<file path="src/hdl/lsia_pkg.sv">
// Package for the LIFO stack with indexed access.
// Holds field widths, operation and status codes, and the control structs
// shared by the controller, the datapath and the top level.
package lsia_pkg;

	localparam int OP_W    = 2;
	localparam int POS_W   = 3;
	localparam int VAL_W   = 32;
	localparam int ST_W    = 2;
	localparam int CNT_W   = 4;
	localparam int S_DATA_W = 40;
	localparam int M_DATA_W = 40;

	localparam logic [OP_W-1:0] OP_PUSH  = 2'd0;
	localparam logic [OP_W-1:0] OP_POP   = 2'd1;
	localparam logic [OP_W-1:0] OP_PEEK  = 2'd2;
	localparam logic [OP_W-1:0] OP_WRITE = 2'd3;

	localparam logic [ST_W-1:0] ST_OK        = 2'd0;
	localparam logic [ST_W-1:0] ST_OVERFLOW  = 2'd1;
	localparam logic [ST_W-1:0] ST_UNDERFLOW = 2'd2;
	localparam logic [ST_W-1:0] ST_BADPOS    = 2'd3;

	// Commands from the controller to the datapath.
	typedef struct packed {
		logic clr_step;
		logic accept;
		logic load_out;
	} lsia_cmd_t;

	// Status from the datapath to the controller.
	typedef struct packed {
		logic clr_last;
		logic out_free;
	} lsia_sts_t;

endpackage

</file>
<file path="src/hdl/lsia_ctrl.sv">
// Controller state machine for the LIFO stack with indexed access.
// Sequences the clearing pass, item acceptance and result hand-off.
// Depends on lsia_pkg for the command and status structs.
module lsia_ctrl
	import lsia_pkg::*;
(
	input  logic      clk,
	input  logic      arst_n,
	input  logic      in_valid,
	output logic      in_ready,
	input  lsia_sts_t sts,
	output lsia_cmd_t cmd
);

	localparam logic [1:0] S_CLEAR = 2'd0;
	localparam logic [1:0] S_IDLE  = 2'd1;
	localparam logic [1:0] S_FETCH = 2'd2;

	logic [1:0] state_q;
	logic [1:0] state_d;

	always_comb begin
		state_d  = state_q;
		cmd      = '0;
		in_ready = 1'b0;
		unique case (state_q)
			S_CLEAR: begin
				cmd.clr_step = 1'b1;
				if (sts.clr_last) begin
					state_d = S_IDLE;
				end
			end
			S_IDLE: begin
				in_ready = 1'b1;
				if (in_valid) begin
					cmd.accept = 1'b1;
					state_d    = S_FETCH;
				end
			end
			S_FETCH: begin
				// The memory read is registered; move it out once the output stage is free.
				if (sts.out_free) begin
					cmd.load_out = 1'b1;
					state_d      = S_IDLE;
				end
			end
			default: begin
				state_d = S_CLEAR;
			end
		endcase
	end

	always_ff @(posedge clk or negedge arst_n) begin
		if (!arst_n) begin
			state_q <= S_CLEAR;
		end else begin
			state_q <= state_d;
		end
	end

endmodule

</file>
<file path="src/hdl/lsia_dp.sv">
// Datapath for the LIFO stack with indexed access: slot memory, fill level,
// operation decode, clearing counter and the output register.
// Depends on lsia_pkg for widths, codes and the control structs.
module lsia_dp
	import lsia_pkg::*;
#(
	parameter int DEPTH = 8
) (
	input  logic                    clk,
	input  logic                    arst_n,
	input  lsia_cmd_t               cmd,
	output lsia_sts_t               sts,
	input  logic [OP_W-1:0]         operation,
	input  logic [POS_W-1:0]        position,
	input  logic signed [VAL_W-1:0] value,
	input  logic                    out_ready,
	output logic                    out_valid,
	output logic signed [VAL_W-1:0] read_value,
	output logic [ST_W-1:0]         status,
	output logic [CNT_W-1:0]        item_count,
	output logic                    is_empty,
	output logic                    is_full
);

	localparam int AW = (DEPTH > 1) ? $clog2(DEPTH) : 1;
	localparam int CW = $clog2(DEPTH + 1);

	logic [VAL_W-1:0] mem [DEPTH];

	logic [CW-1:0]       fill_q;
	logic [CW-1:0]       fill_d;
	logic [CW-1:0]       fill_m1;
	logic [AW-1:0]       clr_q;
	logic [AW+POS_W-1:0] pos_ext;
	logic [CW+CNT_W-1:0] cnt_ext;
	logic                pos_bad;
	logic                empty_now;
	logic                full_now;

	logic             mem_en;
	logic             mem_we;
	logic [AW-1:0]    mem_addr;
	logic [VAL_W-1:0] mem_wdata;
	logic [ST_W-1:0]  st_d;
	logic             use_rd_d;

	logic [VAL_W-1:0] rd_s1;
	logic [ST_W-1:0]  st_s1;
	logic             use_rd_s1;

	logic                    out_valid_q;
	logic signed [VAL_W-1:0] out_rd_q;
	logic [ST_W-1:0]         out_st_q;
	logic [CNT_W-1:0]        out_cnt_q;
	logic                    out_empty_q;
	logic                    out_full_q;

	assign pos_ext   = (AW + POS_W)'(position);
	assign pos_bad   = 32'(position) >= DEPTH;
	assign empty_now = fill_q == '0;
	assign full_now  = fill_q == CW'(DEPTH);
	assign fill_m1   = fill_q - 1'b1;
	assign cnt_ext   = (CW + CNT_W)'(fill_q);

	// Every operation touches at most one slot, so one read-first port serves all.
	always_comb begin
		mem_en    = 1'b0;
		mem_we    = 1'b0;
		mem_addr  = clr_q;
		mem_wdata = '0;
		st_d      = ST_OK;
		use_rd_d  = 1'b0;
		fill_d    = fill_q;
		if (cmd.clr_step) begin
			mem_en = 1'b1;
			mem_we = 1'b1;
		end else if (cmd.accept) begin
			unique case (operation)
				OP_PUSH: begin
					if (full_now) begin
						st_d = ST_OVERFLOW;
					end else begin
						mem_en    = 1'b1;
						mem_we    = 1'b1;
						mem_addr  = fill_q[AW-1:0];
						mem_wdata = value;
						fill_d    = fill_q + 1'b1;
					end
				end
				OP_POP: begin
					if (empty_now) begin
						st_d = ST_UNDERFLOW;
					end else begin
						mem_en   = 1'b1;
						mem_we   = 1'b1;
						mem_addr = fill_m1[AW-1:0];
						use_rd_d = 1'b1;
						fill_d   = fill_m1;
					end
				end
				OP_PEEK: begin
					if (empty_now) begin
						st_d = ST_UNDERFLOW;
					end else if (pos_bad) begin
						st_d = ST_BADPOS;
					end else begin
						mem_en   = 1'b1;
						mem_addr = pos_ext[AW-1:0];
						use_rd_d = 1'b1;
					end
				end
				OP_WRITE: begin
					if (pos_bad) begin
						st_d = ST_BADPOS;
					end else begin
						mem_en    = 1'b1;
						mem_we    = 1'b1;
						mem_addr  = pos_ext[AW-1:0];
						mem_wdata = value;
					end
				end
			endcase
		end
	end

	always_ff @(posedge clk) begin
		if (mem_en) begin
			if (mem_we) begin
				mem[mem_addr] <= mem_wdata;
			end
			rd_s1 <= mem[mem_addr];
		end
	end

	always_ff @(posedge clk) begin
		if (cmd.accept) begin
			st_s1     <= st_d;
			use_rd_s1 <= use_rd_d;
		end
		if (cmd.load_out) begin
			out_rd_q    <= use_rd_s1 ? signed'(rd_s1) : '0;
			out_st_q    <= st_s1;
			out_cnt_q   <= cnt_ext[CNT_W-1:0];
			out_empty_q <= empty_now;
			out_full_q  <= full_now;
		end
	end

	always_ff @(posedge clk or negedge arst_n) begin
		if (!arst_n) begin
			fill_q      <= '0;
			clr_q       <= '0;
			out_valid_q <= 1'b0;
		end else begin
			fill_q <= fill_d;
			if (cmd.clr_step) begin
				clr_q <= clr_q + 1'b1;
			end
			if (cmd.load_out) begin
				out_valid_q <= 1'b1;
			end else if (out_ready) begin
				out_valid_q <= 1'b0;
			end
		end
	end

	assign sts.clr_last = clr_q == AW'(DEPTH - 1);
	assign sts.out_free = !out_valid_q || out_ready;

	assign out_valid  = out_valid_q;
	assign read_value = out_rd_q;
	assign status     = out_st_q;
	assign item_count = out_cnt_q;
	assign is_empty   = out_empty_q;
	assign is_full    = out_full_q;

endmodule

</file>
<file path="src/hdl/lifo_stack_with_indexed_access_top.sv">
// LIFO stack of DEPTH signed 32-bit words with push, pop, peek and overwrite
// at an absolute slot. Each accepted word yields one result word. An item
// first accesses the single-port slot memory, then its registered read data
// moves into the output register once that register is free; no new word is
// accepted until then. After reset the block runs a clearing pass that zeroes
// every slot, and s_tready stays low until it ends.
// Depends on lsia_pkg, lsia_ctrl and lsia_dp.
module lifo_stack_with_indexed_access_top
	import lsia_pkg::*;
#(
	parameter int DEPTH = 8
) (
	input  logic                clk,
	input  logic                arst_n,
	input  logic                s_tvalid,
	output logic                s_tready,
	// [1:0] operation, [4:2] position, [36:5] value, [39:37] zero
	input  logic [S_DATA_W-1:0] s_tdata,
	output logic                m_tvalid,
	input  logic                m_tready,
	// [31:0] read_value, [33:32] status, [37:34] item_count, [38] is_empty, [39] is_full
	output logic [M_DATA_W-1:0] m_tdata
);

	lsia_cmd_t cmd;
	lsia_sts_t sts;

	logic signed [VAL_W-1:0] read_value;
	logic [ST_W-1:0]         status;
	logic [CNT_W-1:0]        item_count;
	logic                    is_empty;
	logic                    is_full;

	lsia_ctrl u_ctrl (
		.clk      (clk),
		.arst_n   (arst_n),
		.in_valid (s_tvalid),
		.in_ready (s_tready),
		.sts      (sts),
		.cmd      (cmd)
	);

	lsia_dp #(
		.DEPTH (DEPTH)
	) u_dp (
		.clk        (clk),
		.arst_n     (arst_n),
		.cmd        (cmd),
		.sts        (sts),
		.operation  (s_tdata[1:0]),
		.position   (s_tdata[4:2]),
		.value      (signed'(s_tdata[36:5])),
		.out_ready  (m_tready),
		.out_valid  (m_tvalid),
		.read_value (read_value),
		.status     (status),
		.item_count (item_count),
		.is_empty   (is_empty),
		.is_full    (is_full)
	);

	assign m_tdata = {is_full, is_empty, item_count, status, read_value};

	// Only one item is in flight, so an accepted word drops ready the next cycle.
	a_one_in_flight: assert property (@(posedge clk) disable iff (!arst_n)
		(s_tvalid && s_tready) |=> !s_tready)
		else $error("second word accepted while one is in flight");

	// A failed operation never returns a stored word.
	a_error_reads_zero: assert property (@(posedge clk) disable iff (!arst_n)
		(m_tvalid && m_tdata[33:32] != ST_OK) |-> m_tdata[31:0] == '0)
		else $error("nonzero read value with error status");

	a_flags_exclusive: assert property (@(posedge clk) disable iff (!arst_n)
		m_tvalid |-> !(m_tdata[38] && m_tdata[39]))
		else $error("stack reported both empty and full");

endmodule
</file>
<file path="config.mk">
export PLATFORM = sky130hd
export DESIGN_NAME = lifo_stack_with_indexed_access_top
export DESIGN_NICKNAME = d
export VERILOG_FILES = /design/src/hdl/lsia_pkg.sv /design/src/hdl/lsia_ctrl.sv /design/src/hdl/lsia_dp.sv /design/src/hdl/lifo_stack_with_indexed_access_top.sv
export SDC_FILE = /design/constraint.sdc
export NUM_CORES = 1
export LEC_CHECK = 0
export BUFFER_PORTS_ARGS = -buffer_cell sky130_fd_sc_hd__clkbuf_2
export CAP_MARGIN = 15
export CORE_ASPECT_RATIO = 1.75
export CORE_MARGIN = 2
export CORE_UTILIZATION = 40
export CTS_BUF_LIST = sky130_fd_sc_hd__clkbuf_16
export CTS_CLUSTER_DIAMETER = 200
export CTS_CLUSTER_SIZE = 12
export DETAILED_ROUTE_END_ITERATION = 7
export SLEW_MARGIN = 0
export SYNTH_ARGS = -nofsm -noshare
export SYNTH_HDL_FRONTEND = slang
export SYNTH_SLANG_ARGS = --single-unit
</file>
<file path="constraint.sdc">
create_clock -name clk -period 8.9 [get_ports clk]
set_clock_uncertainty 0.15 [all_clocks]
set_input_delay 1.335 -clock clk [delete_from_list [all_inputs] [get_ports clk]]
set_output_delay 1.335 -clock clk [all_outputs]
set_load 0.01 [all_outputs]
</file>
### After elaboration in Yosys (flattened, before gate mapping)

Memories as Yosys holds them, arrays and structs flattened. A register that Yosys moved wholly into a read port is not among the register bits.
Cells that the tools add are included.

* add/subtract/negate cells: 3
* equality and inequality tests: 12
* mux-type cells: 39
* bitwise logic cells: 2
* reductions and logical operators: 11

Operator list (number)
* $mux 32: 3
* $pmux 32 s2: 1
* $mux 1: 18
* $mux 3: 5
* $pmux 2 s3: 2
* $pmux 3 s4: 1
* $ne 2x2->1 const B: 5
* $mux 2: 4
* $mux 4: 2
* $pmux 4 s2: 1
* $eq 2x2->1 const B: 3
* $pmux 1 s3: 2
* $reduce_and 5->1: 1
* $add 4x1->4 const B: 1
* $eq 2x1->1 const B: 2
* $eq 4x4->1 const B: 1
* $logic_not 2->1: 2
* $logic_not 4->1: 1
* $reduce_bool 2->1: 2
* $reduce_or 2->1: 2
* $sub 4x1->4 const B: 1
* $add 3x1->3 const B: 1
* $eq 3x3->1 const B: 1
* $reduce_and 3->1: 1
* other kinds (3): 4

* flip-flop bits (word level): 53
* memory bits (writable): 256
* bits of input ports: 44
* output and inout bits: 42
* word-level logic and storage cells: 79
* memories kept: 1

Memories
* u_dp.mem: depth 8, width 32, rd ports 1, clocked after Yosys merged registers in 1, wr ports 1, RTL line lsia_dp.sv:28 `logic [VAL_W-1:0] mem [DEPTH];`

### Logic depth before layout (Yosys ltp)

Gate-level depths: netlist (run 1).

* word-level depth: 8
* depth in mapped cells: 13
* depth with buffers taken out: 10

### Modules after synthesis

From an unflattened synthesis (run 1), not the netlist that was laid out.

* cell total of the unflattened synthesis: 872
* area, all modules: 13793.2 µm²

Modules (own cells, without submodules)
* lsia_dp: times used 1, cells each 858, area an instance 13663.1 µm², sequential area each 10139.7 µm²
* lsia_ctrl: times used 1, cells each 12, area an instance 115.1 µm², sequential area each 50.0 µm²
* lifo_stack_with_indexed_access_top: times used 1, cells each 2, area an instance 15.0 µm², sequential area each 0.0 µm²

### Worst setup path before layout (run 1)

Ideal clock, no wire load.

* kind: input-to-reg
* start: in s_tdata[0]
* end: mem u_dp.mem[0][0], enable pin
* setup time: 0.421 ns
* arrival: 4.257 ns
* data required time: 8.329 ns
* setup slack: 4.072 ns
* stages on the path: 12
* buffers on the path: 4
* path through: inv_1 -> ha_1 -> clkbuf_8 -> a21oi_1 -> o21ai_0 -> o221ai_1 -> and2_1 -> buf_2 -> buf_2 -> buf_2 -> nand2_1 -> nor2_1

* word-level cells in the longest chain between the ends: 7
* elaborated cells between the ends (all ways): 17
* classes of those cells: eq/ne: 3; mux: 12; reduce/logical: 2

RTL lines
* from (decl): RTL line lifo_stack_with_indexed_access_top.sv:18 `input logic [S_DATA_W-1:0] s_tdata,`
* $eq 2x2->1, or another cell as far along: RTL line lsia_dp.sv:78 `unique case (operation)`
* $pmux 1 s3 / $reduce_or 2->1 (equally long branches)
* $mux 1 / $pmux 1 s3 (equally long branches): RTL line lsia_dp.sv:77, lsia_dp.sv:78
* $mux 1 (on tied branches): RTL line lsia_dp.sv:74, lsia_dp.sv:77
* $mux 1 (on tied branches): RTL line lsia_dp.sv:128, lsia_dp.sv:74
* $mux 1: RTL line lsia_dp.sv:127 `if (mem_en) begin`
* $mux 1 (implied by the code): RTL line lsia_dp.sv:129 `mem[mem_addr] <= mem_wdata;`
* to (decl): RTL line lsia_dp.sv:28

Several ways; a longest one is shown, not always the timed one.

### Worst setup path in the final report (run 1)

* start: in s_tdata[0]
* end: mem u_dp.mem[2][24], enable pin

Same word-level chain as after synthesis.

==> impl_metrics.csv, run 1 <==
group,metric,value,unit
detailed_routing,wl_met3,1.12,mm
final_layout,diodes,0,
power_and_ir_drop,total_leakage_power,5.42,nW
placed_design,port_buffers,82,
yosys,synth_commonest_cells,"edfxtp_1 (331), nand2_1 (195), and2_1 (67)",
final_layout,area_growth,13.2,%
cts,cts_max_level,2,
grt,grt.total_usage,16.5,%
power_and_ir_drop,p_sw,0.00180,W
floorplanning,die_x,143,um
floorplanning,die_area,35200,um^2
timing,fmax,203,MHz
detailed_routing,maxUsedRoutingLayer,"met4",
setup_path,path_max_fanout,44,
power_and_ir_drop,total_power,0.00540,W
worst_hold_path,hp-class,"reg2reg",
final_layout,nets,1048,
worst_hold_path,hold_depth,0,
cts,holdBufCountCts,0,
timing,setup_violations,0,
detailed_routing,ant_nets,0,
yosys,synth_area_leaders,"edfxtp_1 (74%), nand2_1 (5.4%), and2_1 (3.1%)",
yosys,avgSynthCellArea,14.8,um^2
cts,cts_sinks,341,
yosys,synth_most_common_cell,"edfxtp_1",
yosys,ys_types,45,
cts,cts-root-buf,"clkbuf_16",
cts,path_clk_slew,60,ps
timing,rsz0062_at_grt,"false",
placed_design,dpl.hpwl,15.7,mm
yosys,synthesis.nets,964,
setup_path,r2r_cells,11,
floorplanning,start_util,40.8,%
setup_path,slowest_stage,"and2_2",
detailed_routing,firstDrtPassIters,5,
power_and_ir_drop,ir_drop,0.154,mV
run,drv_cap,0,
cts,cts-resized-gates,0,
grt,grt_pass1_vias,7493,
floorplanning,coreArea,33000,um^2
yosys,synthArstFlopShare,2.93,%
grt,overflow,0,
detailed_routing,first_iter_violations,439,
cts,cts_tree,"yes",
final_layout,multi_input_area,3000,um^2
final_layout,fillCellCount,2894,
timing,setup_tns,0,ps
yosys,synth-edff-count,331,
timing,period_minus_slack,4920,ps
floorplanning,die_y,247,um
detailed_routing,drc,0,
cts,postCtsSetupBuffers,0,
cts,clock_path_buffers,3,
worst_hold_path,min_to,"u_dp.status[1]",
yosys,yosysWarnings,0,
yosys,yosysSeqAreaShare,75.6,%
detailed_routing,drt-total-wl,28.7,mm
timing,slew_violations,0,
setup_path,crit_required,8930,ps
final_layout,drive_above_1_share,16.0,%
yosys,syn-instance-count,912,
outcome,status,"completed",
yosys,synth-main-ff-cell,"edfxtp_1",
detailed_routing,num_vias,7467,
grt,antenna_found_initial,0,
grt,grt_max_degree,69,
setup_path,end_kind,"register",
setup_path,critPathKind,"in2reg",
cts,numCtsBuffers,34,
setup_path,critPathTopFamily,"simple AND/OR/NAND/NOR gates",
placed_design,gp_congestion,0.807,
grt,grt_pass1_wl,43.7,mm
timing,report.final.hold_viol_count,0,
detailed_routing,vias_per_cell,5.28,
power_and_ir_drop,pwr-share-seq,46.6,%
timing,slew-limit-headroom,38.8,%
final_layout,seq_area,10200,um^2
yosys,ys_ff_latch,341,
detailed_routing,m1WireLength,11.8,mm
setup_path,r2r-start,"u_dp.fill_q[0]",
yosys,yosys.area.top_type_share,73.8,%
cts,clk_latency,530,ps
timing,worstMarginPinSlew,918,ps
setup_path,path_buf_inv,3,
setup_path,cp_slowest_stage_delay,800,ps
setup_path,crit_arrival,4960,ps
power_and_ir_drop,powerDensity,354,nW/um^2
timing,period_share,55.3,%
worst_hold_path,min_from,"u_dp.st_s1[1]",
setup_path,r2r_slack,4160,ps
power_and_ir_drop,p_sw_share,33.4,%
detailed_routing,met2_length,15.0,mm
setup_path,r2r_end,"u_dp.mem[0][20]",
yosys,yosysTopAreaCell,"edfxtp_1",
yosys,syn_area,13500,um^2
floorplanning,num_rows,88,
floorplanning,ioPinCount,86,
power_and_ir_drop,p_int,0.00360,W
power_and_ir_drop,pwr-share-comb,29.8,%
power_and_ir_drop,pwr-share-clk,23.6,%
detailed_routing,routedWlPerCell,20.3,um
setup_path,critPathLaunchType,"input pin",
setup_path,cp_cell_sequence,"clkbuf_2 > inv_1 > ha_1 > nand4b_1 > o311ai_2 > a22oi_2 > and2_2 > nand2_1 > nor2_4 > buf_4",
[cells by family (layout without fill, tap and decap cells)]
logic type,Yosys count,in the layout,share of synthesized area [%]
and+or+nand+nor,392,392,13.8
DFF,341,341,75.6
buffers and inverters,66,162,2.81
AOI/OAI and AO/OA,58,58,3.54
muxes,42,42,3.15
adders and majority gates,8,8,0.743
xor gates and xnor gates,5,5,0.325
[through the flow]
step / setup WS (ps) / hold slack [ps] / utilization [%] / std cells / area, um^2
3_5_place_dp: 3370 / 255 / 43.3 / 1365 / 14300
5_1_grt: 3700 / 273 / 46.2 / 1413 / 15300
2_1_floorplan: 4070 / 250 / - / 912 / 13500
6_report: 3980 / 268 / 46.2 / 1413 / 15300
3_3_place_gp: 3430 / 252 / 43.3 / 1365 / 14300
4_1_cts: 3910 / 269 / 46.2 / 1413 / 15300
[layer usage]
layer | vias to the layer above | global-route usage (%)
met4 | 0 | 5.65
li1 | 3509 | -
met5 | - | 0
met2 | 173 | 29.8
met1 | 3739 | 20.3
met3 | 46 | 2.25
[cells in the final DEF, fill, tap and decap left out, drive strengths merged, types with 4 or more instances in the layout]
master    n
o21ai    10
inv      25
nor2     17
mux2i    39
buf      17
clkbuf  117
nor3      4
ha        8
and3     33
nand3    64
a32oi    31
dfrtp    10
nand2   196
edfxtp  331
and2     67
[worst register-to-register path: cells and delay by family, from the launching register on]
kind	cells	cell delay, ps
AOI/OAI and AO/OA	2	570
DFF	1	430
and+or+nand+nor	3	1930
adders and majority gates	1	270
buffers and inverters	4	970
muxes	1	80
[worst max path at each step]
| stage | from | to | slack (ps) | cells past startpoint |
|---|---|---|---|---|
| finish | s_tdata[0] | u_dp.mem[2][24] | 3980 | 10 |
| global route | s_tdata[0] | u_dp.mem[2][30] | 3700 | 10 |
| CTS | s_tdata[0] | u_dp.mem[2][24] | 3910 | 10 |
| detailed placement | s_tdata[0] | u_dp.mem[2][18] | 3370 | 10 |
| global placement | s_tdata[0] | u_dp.mem[2][18] | 3430 | 10 |
| floorplan | s_tdata[0] | u_dp.mem[0][0] | 4070 | 12 |
[state kept, by name, summed over array words and instances (netlist names)]
register and count:
u_ctrl.state_q 2, u_dp.clr_q 3, u_dp.fill_q 4, u_dp.is_empty 1
u_dp.is_full 1, u_dp.item_count 4, u_dp.mem 256, u_dp.out_valid 1
u_dp.rd_s1 32, u_dp.read_value 32, u_dp.st_s1 2, u_dp.status 2
u_dp.use_rd_s1 1
[power groups by stage]
stage               Clock (W)  Combinational (W)  Sequential, W
detailed placement          0            0.00165        0.00255
CTS                   0.00131            0.00165        0.00252
global route          0.00136            0.00179        0.00256
finish                0.00128            0.00161        0.00252
global placement            0            0.00162        0.00253
floorplan                   0            0.00113        0.00254
[area by class of cell]
class,count,area share (%)
repair buffers,99,3.53
clock inverters,13,0.517
inverters,15,0.402
flip-flops and latches,341,66.8
clock buffers,35,5.74
multi-input cells,505,19.7
well taps,405,3.32
No activity file was read; power rests on OpenSTA's default activity.
==> run 2: changes to the inputs <==
Clock period 8.9 ns to 4.05 ns, I/O delays scaled along.
==> run 2 against run 1 <==
Against the previous run:
- global-route usage rose by 0.073 points
- first-iteration DRC count rose by 14%
- highest routed layer unchanged
- sequential power rose by 120%
- critical path type is now reg2reg
- critical path depth fell by 1
- utilization rose by 1.0 points
- combinational power rose by 140%
- sequential cell count did not move
- largest power group unchanged
- worst setup slack got worse by 3700 ps
- largest cell class unchanged
==> impl_metrics.csv, run 2 (synthesis results as in run 1) <==
group,metric,value,unit
outcome,status,"completed",
timing,worstMarginPinSlew,615,ps
cts,clock_path_buffers,3,
detailed_routing,first_iter_violations,501,
placed_design,placed_cells,1385,
timing,slew_violations,0,
final_layout,drive_above_1_share,17.5,%
grt,antenna_found_initial,0,
placed_design,gp_congestion,0.806,
timing,setup_violations,0,
grt,overflow,0,
floorplanning,num_rows,88,
detailed_routing,drc,0,
setup_path,worst_setup_path_endpoint,"u_dp.mem[1][17]",
final_layout,nets,1069,
final_layout,diodes,0,
timing,slew-limit-headroom,58.8,%
detailed_routing,drt-total-wl,28.7,mm
cts,numCtsBuffers,34,
grt,grt_pass1_wl,43.9,mm
power_and_ir_drop,total_power,0.0122,W
floorplanning,die_area,35200,um^2
cts,cts-resized-gates,0,
timing,rsz0062_at_grt,"false",
grt,grt_pass1_vias,7641,
final_layout,final_cell_mix,"edfxtp_1 (331), nand2_1 (195), clkbuf_2 (82), and2_1 (66), nand3_1 (63)",
cts,cts_max_level,2,
final_layout,area_growth,15.7,%
timing,hold_ws,256,ps
floorplanning,die_y,247,um
cts,path_clk_slew,60,ps
grt,grt.total_usage,16.6,%
final_layout,final_common_cell,"edfxtp_1",
setup_path,r2r_cells,9,
setup_path,crit_required,4110,ps
detailed_routing,ant_nets,0,
final_layout,stdcell_count,1436,
power_and_ir_drop,total_leakage_power,5.58,nW
setup_path,critPathLaunchType,"register",
timing,report.final.hold_viol_count,0,
power_and_ir_drop,ir_drop,0.441,mV
placed_design,port_buffers,82,
final_layout,final_cell_area,15600,um^2
setup_path,r2r_slack,300,ps
floorplanning,coreArea,33000,um^2
setup_path,r2r-start,"u_dp.fill_q[0]",
detailed_routing,firstDrtPassIters,6,
floorplanning,die_x,143,um
placed_design,dpl_cell_area,14600,um^2
floorplanning,start_util,40.8,%
final_layout,fin_util,47.2,%
final_layout,fillCellCount,2822,
placed_design,dpl.hpwl,17.1,mm
timing,fmax,267,MHz
cts,clk_latency,520,ps
detailed_routing,vias_per_cell,5.29,
worst_hold_path,hp-class,"in2reg",
setup_path,end_kind,"register",
detailed_routing,routedWlPerCell,20.0,um
setup_path,r2r_end,"u_dp.mem[1][17]",
setup_path,crit_arrival,3810,ps
floorplanning,ioPinCount,86,
run,drv_cap,0,
setup_path,critPathKind,"reg2reg",
setup_path,path_max_fanout,16,
cts,cts_sinks,341,
cts,cts_tree,"yes",
final_layout,largest-register,"u_dp.mem",
detailed_routing,num_vias,7600,
timing,period_share,92.6,%
power_and_ir_drop,powerDensity,782,nW/um^2
cts,cts-root-buf,"clkbuf_16",
grt,grt_max_degree,77,
setup_path,cp-startpoint,"u_dp.fill_q[0]",
final_layout,largest_register_ffs,256,
timing,period_minus_slack,3750,ps
-- run 2: cell count changes in the layout (fill, tap and decap cells not counted), moves of 2 or more --
cell,change
buf_12,+12
buf_4,+8
clkbuf_16,+2
clkinv_8,-2
inv_1,+2
-- run 2: per-layer routing --
| metal | vias up | track usage [%] | part of all wire, % |
|---|---|---|---|
| met4 | 0 | 6.14 | 3.1 |
| met1 | 3760 | 19.7 | 40 |
| met5 | - | 0 | 0 |
| met3 | 61 | 2.42 | 4.2 |
| met2 | 230 | 30.2 | 53 |
| li1 | 3549 | - | - |
-- run 2: layout make-up --
cell class	count	area [um^2]	share of cell area (%)
clock inverter	13	53.8	0.345
multi-input combinational	505	3000	19.2
sequential	341	10200	65.4
tap	405	507	3.25
timing repair buffer	120	848	5.44
inverter	15	61.3	0.393
clock buffer	37	926	5.94
-- run 2: worst max-delay path: stages (launching register included) --
cell and delay, ps:
dfrtp_1 430, inv_1 150, ha_1 280, or3b_1 530
and3_1 250, a22oi_2 200, and2_2 410, nand2_1 330
nor2_4 460, buf_12 240
-- run 2: worst min path at each step --
stage                             start                end  depth (start not counted)
after floorplan                  arst_n  u_ctrl.state_q[0]                          0
after global placement    u_dp.st_s1[0]     u_dp.status[0]                          0
after detailed placement  u_dp.st_s1[0]     u_dp.status[0]                          0
after CTS                      m_tready     u_dp.out_valid                          3
after global routing           m_tready     u_dp.out_valid                          3
final                          m_tready     u_dp.out_valid                          3
-- run 2: metrics by stage --
step / setup TNS [ps] / worst slack, ps
after detailed placement: 0 / 292
after floorplan: -47680 / -213
after global placement: 0 / 342
final: 0 / 301
after CTS: 0 / 302
after global routing: 0 / 159
-- run 2: power by group --
part	internal, W	leakage (nW)	switching [W]
Combinational	0.00135	1.96	0.00250
Clock	0.00162	0.524	0.00122
Sequential	0.00524	3.10	0.000273
Total	0.00820	5.58	0.00399
-- run 2: timing repair --
item                      in CTS  in global routing
hold endpoints to repair      10                  0
hold buffers                   1                  0
setup buffers                  0                  0
==> run 3: changes to the inputs <==
Settings changed: CORE_MARGIN 2 to 3, CORE_UTILIZATION 40 to 45, GPL_TIMING_DRIVEN from default to 0.
==> run 3 against run 2 <==
Against the previous run:
- die area decreased by 8.8%
- first-iteration DRC count increased by 13%
- sequential power about the same
- fmax decreased by 3.0%
- via count increased by 3.6%
- cell area increased by 1.3%
- critical path type unchanged
- critical endpoint is now u_dp.mem[5][9]
- largest cell class unchanged
- highest routed layer unchanged
==> impl_metrics.csv, run 3 (synthesis results as in run 1) <==
group,metric,value,unit
timing,setup_tns,0,ps
timing,rsz0062_at_grt,"false",
setup_path,slowest_stage,"dfrtp_1",
setup_path,path_buf_inv,5,
setup_path,critPathTopFamily,"simple AND/OR/NAND/NOR gates",
setup_path,crit_required,4110,ps
power_and_ir_drop,powerDensity,795,nW/um^2
final_layout,fillCellCount,2395,
floorplanning,ioPinCount,86,
detailed_routing,ant_nets,0,
worst_hold_path,hp-class,"in2reg",
final_layout,seq_area,10200,um^2
grt,grt.total_usage,19.4,%
timing,slew-limit-headroom,52.8,%
floorplanning,num_rows,83,
cts,path_clk_slew,60,ps
detailed_routing,drt-total-wl,31.2,mm
placed_design,dpl.hpwl,19.0,mm
detailed_routing,num_vias,7877,
cts,clk_latency,520,ps
outcome,status,"completed",
setup_path,cp_slowest_stage_delay,420,ps
detailed_routing,firstDrtPassIters,5,
floorplanning,start_util,45.8,%
cts,cts_tree,"yes",
placed_design,port_buffers,82,
final_layout,diodes,0,
floorplanning,coreArea,29400,um^2
final_layout,largest-register,"u_dp.mem",
grt,grt_max_degree,23,
timing,report.final.hold_viol_count,0,
detailed_routing,first_iter_violations,564,
detailed_routing,routedWlPerCell,21.5,um
floorplanning,die_x,137,um
grt,overflow,0,
cts,cts_max_level,2,
timing,setup_violations,0,
detailed_routing,vias_per_cell,5.44,
timing,period_share,95.4,%
power_and_ir_drop,total_power,0.0125,W
grt,grt_pass1_wl,46.3,mm
timing,fmax,259,MHz
placed_design,placed_cells,1386,
final_layout,final_cell_mix,"edfxtp_1 (331), nand2_1 (194), clkbuf_2 (82), and2_1 (67), nand3_1 (63)",
setup_path,crit_arrival,3920,ps
floorplanning,die_y,235,um
setup_path,cp_cell_sequence,"inv_1 > ha_1 > or3b_1 > buf_6 > o311ai_2 > a22oi_2 > nand2_2 > buf_6 > buf_2 > nand2_1 > nor2_4 > buf_16",
setup_path,critPathKind,"reg2reg",
setup_path,end_kind,"register",
placed_design,dpl_cell_area,14700,um^2
run,drv_cap,0,
setup_path,path_max_fanout,18,
final_layout,area_growth,17.1,%
setup_path,cp_common_cell,"buf_6",
placed_design,place_ws,-325,ps
grt,antenna_found_initial,0,
final_layout,largest_register_ffs,256,
timing,worstMarginPinSlew,708,ps
detailed_routing,drc,0,
cts,cts-root-buf,"clkbuf_16",
final_layout,stdcell_count,1448,
final_layout,final_common_cell,"edfxtp_1",
final_layout,drive_above_1_share,18.4,%
power_and_ir_drop,ir_drop,0.438,mV
final_layout,multi_input_area,2990,um^2
cts,numCtsBuffers,34,
floorplanning,die_area,32100,um^2
cts,clock_path_buffers,3,
cts,cts_sinks,341,
setup_path,critPathLaunchType,"register",
final_layout,nets,1105,
final_layout,final_cell_area,15800,um^2
power_and_ir_drop,total_leakage_power,5.71,nW
placed_design,gp_congestion,0.829,
timing,period_minus_slack,3860,ps
timing,slew_violations,0,
timing,fin_ws,187,ps
grt,grt_pass1_vias,7883,
-- run 3: changes by cell type in the layout (fill, tap and decap cells not counted), sizes merged --
| cell | delta |
|---|---|
| inv | +1 |
| clkbuf | +14 |
| dlygate4sd1 | +1 |
| buf | +19 |
-- run 3: cell type report --
cell class / count / share of cell area [%]
Buffer: 51 / 2.01
Clock buffer: 35 / 5.55
Clock inverter: 14 / 0.396
Inverter: 15 / 0.388
Multi-Input combinational cell: 505 / 18.9
Sequential cell: 341 / 64.6
Tap cell: 382 / 3.03
Timing Repair Buffer: 105 / 5.14
-- run 3: tightest hold or removal path: cells and delay by family --
kind	cells	cell delay [ps]
simple gates	2	190
buf+inv	1	70
-- run 3: final timing paths --
path	from	end	slack, ps	depth (start not counted)
setup / recovery	u_dp.fill_q[0]	u_dp.mem[5][9]	190	12
hold / removal	m_tready	u_dp.out_valid	250	3
setup reg to reg	u_dp.fill_q[0]	u_dp.mem[5][9]	190	12
hold reg to reg	u_dp.st_s1[0]	u_dp.status[0]	280	0
max in group asynchronous	arst_n	u_dp.clr_q[0]	3150	2
min in group asynchronous	arst_n	u_ctrl.state_q[1]	350	2
-- run 3: routing by layer --
| metal | up-vias | GRT usage (%) | wire, um |
|---|---|---|---|
| met3 | 63 | 2.74 | 1390 |
| met4 | 0 | 7.78 | 1000 |
| met2 | 246 | 33.9 | 16500 |
| li1 | 3611 | - | - |
| met5 | - | 0 | 0 |
| met1 | 3957 | 23.9 | 12300 |
-- run 3: timing repair --
item	in CTS	in global routing
hold buffers	1	0
endpoints found under the hold margin	10	0
resized for setup	0	1
pin swaps	6	0
buffers inserted	12	0
endpoints found under the setup margin	172	126
-- run 3: power breakdown --
part,internal [W],switching [W],total (W)
logic,0.00152,0.00275,0.00427
clock network,0.00154,0.00122,0.00277
registers,0.00523,0.000272,0.00551
-- run 3: through the flow --
| step | utilization, % | hold slack [ps] |
|---|---|---|
| after detailed placement | 49.9 | 269 |
| after CTS | 53.7 | 239 |
| after floorplan | - | 162 |
| after global routing | 53.7 | 270 |
| final | 53.7 | 254 |
| after global placement | 48.9 | 254 |
